<file path="config.mk">
export PLATFORM = sky130hd
export DESIGN_NAME = wer_div
export DESIGN_NICKNAME = d
export VERILOG_FILES = /design/src/hw/rtl/wer_pkg.sv /design/src/hw/rtl/wer_div.sv
export SDC_FILE = /design/constraint.sdc
export NUM_CORES = 1
export LEC_CHECK = 0
export BUFFER_PORTS_ARGS = -buffer_cell sky130_fd_sc_hd__buf_2
export CAP_MARGIN = 10
export CORE_ASPECT_RATIO = 0.6
export CORE_MARGIN = 10
export CORE_UTILIZATION = 46
export CTS_CLUSTER_SIZE = 16
export DETAILED_ROUTE_END_ITERATION = 8
export HOLD_SLACK_MARGIN = 0.06
export MAX_ROUTING_LAYER = met4
export PLACE_DENSITY = 0.66
export SYNTH_ARGS = -nofsm -noshare
export SYNTH_HDL_FRONTEND = slang
export SYNTH_SLANG_ARGS = --single-unit
</file>
<file path="constraint.sdc">
create_clock -name aclk -period 3.4 [get_ports aclk]
set_input_delay 0.34 -clock aclk [delete_from_list [all_inputs] [get_ports aclk]]
set_output_delay 0.34 -clock aclk [all_outputs]
set_load 0.005 [all_outputs]
</file>
<file path="src/hw/rtl/wer_pkg.sv">
// Shared types, constants and the decay table for the windowed event rate meter.
`timescale 1ns / 1ps

package wer_pkg;

    typedef struct packed {
        logic [2:0]  op;
        logic [31:0] timestamp;
    } in_beat_t;

    typedef struct packed {
        logic [23:0] source_rate;
        logic [23:0] processed_rate;
        logic [16:0] queue_pressure;
        logic        event_taken;
    } out_beat_t;

    localparam logic [2:0] OP_SOURCE   = 3'd0;
    localparam logic [2:0] OP_SUBMIT   = 3'd1;
    localparam logic [2:0] OP_COMPLETE = 3'd2;
    localparam logic [2:0] OP_ABANDON  = 3'd3;
    localparam logic [2:0] OP_REPORT   = 3'd4;

    localparam logic [1:0] REG_WINDOW   = 2'd0;
    localparam logic [1:0] REG_STALE    = 2'd1;
    localparam logic [1:0] REG_CAPACITY = 2'd2;

    localparam logic [23:0] WINDOW_RESET   = 24'd500000;
    localparam logic [23:0] STALE_RESET    = 24'd750000;
    localparam logic [15:0] CAPACITY_RESET = 16'd4;
    localparam logic [23:0] MIN_WINDOW     = 24'd50000;

    localparam logic [23:0] CAA_MAX    = 24'hFFFFFF;
    localparam logic [15:0] GCOUNT_MAX = 16'hFFFF;
    localparam logic [23:0] RATE_MAX   = 24'hFFFFFF;
    localparam logic [27:0] RATE_SCALE = 28'd256000000;
    localparam logic [16:0] QP_MAX     = 17'h10000;

    localparam int DIV_W     = 52;
    localparam int DVS_W     = 32;
    localparam int DECAY_MAX = 1024;

    typedef logic [DECAY_MAX-1:0][16:0] decay_tab_t;

    // Q1.16 samples of exp(-k/32) from a Q1.32 recurrence, rounded.
    function automatic decay_tab_t build_decay();
        decay_tab_t  tab;
        logic [95:0] v;
        tab = '0;
        v   = 96'h1_0000_0000;
        for (int k = 0; k < DECAY_MAX; k++) begin
            tab[k] = 17'((v + 96'd32768) >> 16);
            v      = (v * 96'd4162825044) >> 32;
        end
        return tab;
    endfunction

endpackage

</file>
<file path="src/hw/rtl/wer_div.sv">
// Shared restoring divider that retires one quotient bit per cycle.
`timescale 1ns / 1ps

module wer_div (
    input  logic                      aclk,
    input  logic                      aresetn,
    input  logic                      start,
    input  logic [wer_pkg::DIV_W-1:0] dividend,
    input  logic [wer_pkg::DVS_W-1:0] divisor,
    output logic                      done,
    output logic [wer_pkg::DIV_W-1:0] quotient
);

    localparam int CNT_W = $clog2(wer_pkg::DIV_W);

    logic [wer_pkg::DVS_W:0]   rem_reg;
    logic [wer_pkg::DIV_W-1:0] dq_reg;
    logic [wer_pkg::DVS_W-1:0] dvs_reg;
    logic [CNT_W-1:0]          cnt_reg;
    logic                      busy_reg;
    logic                      done_reg;
    logic [wer_pkg::DVS_W:0]   shifted;
    logic                      fits;

    always_comb begin
        shifted = {rem_reg[wer_pkg::DVS_W-1:0], dq_reg[wer_pkg::DIV_W-1]};
        fits    = shifted >= {1'b0, dvs_reg};
    end

    always_ff @(posedge aclk) begin
        if (!aresetn) begin
            busy_reg <= 1'b0;
            done_reg <= 1'b0;
            cnt_reg  <= '0;
        end else begin
            done_reg <= 1'b0;
            if (start) begin
                rem_reg  <= '0;
                dq_reg   <= dividend;
                dvs_reg  <= divisor;
                cnt_reg  <= '0;
                busy_reg <= 1'b1;
            end else if (busy_reg) begin
                rem_reg <= fits ? shifted - {1'b0, dvs_reg} : shifted;
                dq_reg  <= {dq_reg[wer_pkg::DIV_W-2:0], fits};
                cnt_reg <= cnt_reg + 1'b1;
                if (cnt_reg == CNT_W'(wer_pkg::DIV_W - 1)) begin
                    busy_reg <= 1'b0;
                    done_reg <= 1'b1;
                end
            end
        end
    end

    assign done     = done_reg;
    assign quotient = dq_reg;

endmodule

</file>
==> flow_summary_export.csv <==
group,metric,value,unit
floorplanning,die_w,177.9,um
yosys,synth_fp_nets,695,
critical_path,cp.arrival,3260,ps
floorplanning,io-pin-count,140,
global_route,grt_overflow,0,
clock_network,clock-root-buffer,"clkbuf_16",
critical_path,cp_num_buf_inv,1,
yosys,syn_area_per_cell,11.99,sq um
placed_design,dpl.cell_count,898,
floorplanning,initial_utilization,47.16,%
global_route,gr-usage-met1,22.91,%
routing,wl_per_cell,18.17,um
final_layout,drive_gt1_share,32.65,%
yosys,ys_warn_count,0,
yosys,synth-seq-cells,124,
critical_path,cp-end-kind,"flip-flop",
critical_path,cp_max_fo,13,
clock_network,numCtsBuffers,17,
routing,drt_iter0_drc,302,
floorplanning,die_h,114.7,um
clock_network,cts_max_level,4,
critical_path,path_common_cell,"a21oi_2",
clock_network,cts_hold_buffers,0,
power,p_int,3.386,mW
clock_network,ctsResizeCount,0,
final_layout,finalNetCount,840,
routing,dr_total_vias,4922,
power,sw_frac_of_total,28.63,%
sta,hold_ws,88.10,ps
critical_path,cp_top_family,"compound AO/OA/AOI/OAI gates",
final_layout,finish.utilization,57.49,%
status,outcome,"complete, no violations",
floorplanning,core_area,14590,sq um
placed_design,dp_hpwl,12750,um
sta,hold_viol_final,0,
power,power_frac_seq,39.6,%
sta,fmax,0.3211,GHz
yosys,ys_types,56,
power,leakage,3.558,nW
global_route,grtUsageMet3,8.153,%
yosys,synth-edff-count,116,
global_route,grt_pass1_vias,5170,
global_route,grt-busiest-layer,"met2",
global_route,grtUsageMet2,23.40,%
routing,drc,0,
sta,setup_viol,0,
global_route,grt_max_degree,44,
global_route,grt.total_usage,17.40,%
sta,drv_slew,0,
clock_network,cts_sinks,124,
yosys,synth_area,6882,sq um
placed_design,place_congestion,0.8985,
sta,maxSlewHeadroom,39.76,%
placed_design,dpl_cell_area,7789,sq um
clock_network,cts.path.max_buffers,2,
critical_path,cpMaxStageDelayCell,"ha_1",
clock_network,post_cts_buffers,0,
power,power.switching,1.358,mW
clock_network,cts_tree,"yes",
sta,timing.final.crit_share,91.59,%
clock_network,clk_latency,420,ps
hold_path,hp-class,"primary input to flip-flop",
final_layout,instances_no_fill,935,
power,p_comb_share,21.8,%
critical_path,crit_path_max_incr_delay,400,ps
critical_path,cp-start-kind,"flip-flop",
sta,rsz0062_at_grt,"false",
final_layout,largest_register_ffs,52,
power,clockPowerShare,38.5,%
sta,skew,16.20,ps
critical_path,worst-setup-path-type,"flip-flop to flip-flop",
final_layout,postLayoutCellArea,8389,sq um
yosys,async_flop_share,0,%
routing,antenna_left,0,
global_route,antenna_found_initial,5,
clock_network,clkTransAtPathRegs,70,ps
yosys,ys_seq_area_share,52.95,%
power,power.density,565.5,nW/um^2
global_route,grt_first_pass_wirelength,27260,um
sta,tns,0,ps
yosys,synthCells,574,
sta,tightest_slew,892.2,ps
power,ir_drop,0.3308,mV
final_layout,synthToLayoutAreaGrowth,21.91,%
critical_path,path_cells,"ha_1 > a21o_1 > a21oi_2 > a21oi_2 > o41ai_4 > o2111ai_1 > and2_4 > a21oi_4 > buf_4 > mux2i_1 > nor2_1",
routing,drtPass1Iterations,5,
flow_run,cap_violations,0,
sta,post-route-min-period,3114,ps
routing,drt-vias-per-instance,5.264,
floorplanning,die_area,20410,sq um
critical_path,critPathRequiredTime,3540,ps
routing,routed_wl,16990,um
placed_design,io_buffers,139,
yosys,yosys_most_used_dff,"edfxtp_1",
floorplanning,rows,34,
-- synth_stat cells, types with 15 or more instances --
master      n  area (sq um)
xnor2_1    19         166.4
a21oi_1    28         140.1
mux2i_1    28         280.3
mux2_2     51         574.3
nor2_1     49         183.9
nand2_1    23         86.33
inv_1      44         165.2
ha_1       33         412.9
a21o_1     22         165.2
o21ai_0    15         75.07
edfxtp_1  116          3483
-- power groups by stage --
stage / combinational [mW] / clock, mW / sequential, mW
5_1_grt: 1.15 / 1.93 / 1.89
4_1_cts: 1.04 / 1.86 / 1.88
3_3_place_gp: 1.01 / 0 / 1.91
2_1_floorplan: 0.759 / 0 / 1.90
3_5_place_dp: 1.03 / 0 / 1.91
6_report: 1.04 / 1.83 / 1.88
-- per-stage QoR --
step	power, mW	setup slack, ps
3_3_place_gp	2.912	366.9
2_1_floorplan	2.661	364.0
4_1_cts	4.779	261.7
6_report	4.744	286.1
5_1_grt	4.982	37.11
3_5_place_dp	2.940	285.9
-- final cells by class --
type	instances	area [sq um]
clock inverter	14	158.9
fill	1243	6202
multi-input combinational	381	2934
timing repair buffer	151	798.3
clock buffer	18	429.2
sequential	124	3643
antenna	5	12.51
inverter	44	165.2
tap	198	247.7
-- kinds of logic (layout without fill, tap and decap cells) --
group                      count (synthesis)  in the layout  share of synthesized area, %
and+or+nand+nor                          130            130                         9.091
DFF                                      124            124                         52.95
AOI/OAI and AO/OA                        105            105                         10.53
muxes                                     79             79                         12.42
buffers and inverters                     69            227                         4.527
adders and majority gates                 34             34                         6.291
xor gates and xnor gates                  33             33                         4.200
other                                      0              5                             0
-- layout by cell type, fill, tap and decap left out, types with 5 or more instances in the layout --
cell type,synthesis,routed
ha_1,33,33
mux2i_1,28,28
a21oi_1,28,28
nand4_1,11,11
o211ai_1,7,7
buf_4,1,11
clkbuf_16,0,17
nand2_1,23,23
nand2b_1,6,6
inv_1,44,44
nor2_1,49,49
xor2_1,14,14
diode_2,0,5
nor3_1,8,8
dfxtp_1,8,8
a21o_1,22,22
xnor2_1,19,19
edfxtp_1,116,116
o21ai_0,15,15
buf_2,4,139
inv_6,0,7
mux2_2,51,51
nand3_1,10,10
-- layer usage --
layer	up-vias	wire length, um
li1	2418	-
met1	2304	8052
met2	187	6880
met5	-	0
met3	13	1862
met4	0	195
-- worst paths after layout --
path / from / endpoint / slack, ps / depth (start not counted)
hold reg to reg: cnt_reg[5] / cnt_reg[5] / 500 / 2
setup reg to reg: rem_reg[2] / rem_reg[16] / 290 / 11
hold / removal: divisor[31] / dvs_reg[31] / 90 / 1
setup / recovery: rem_reg[2] / rem_reg[16] / 290 / 11
Power figures use the tool's default switching activity.
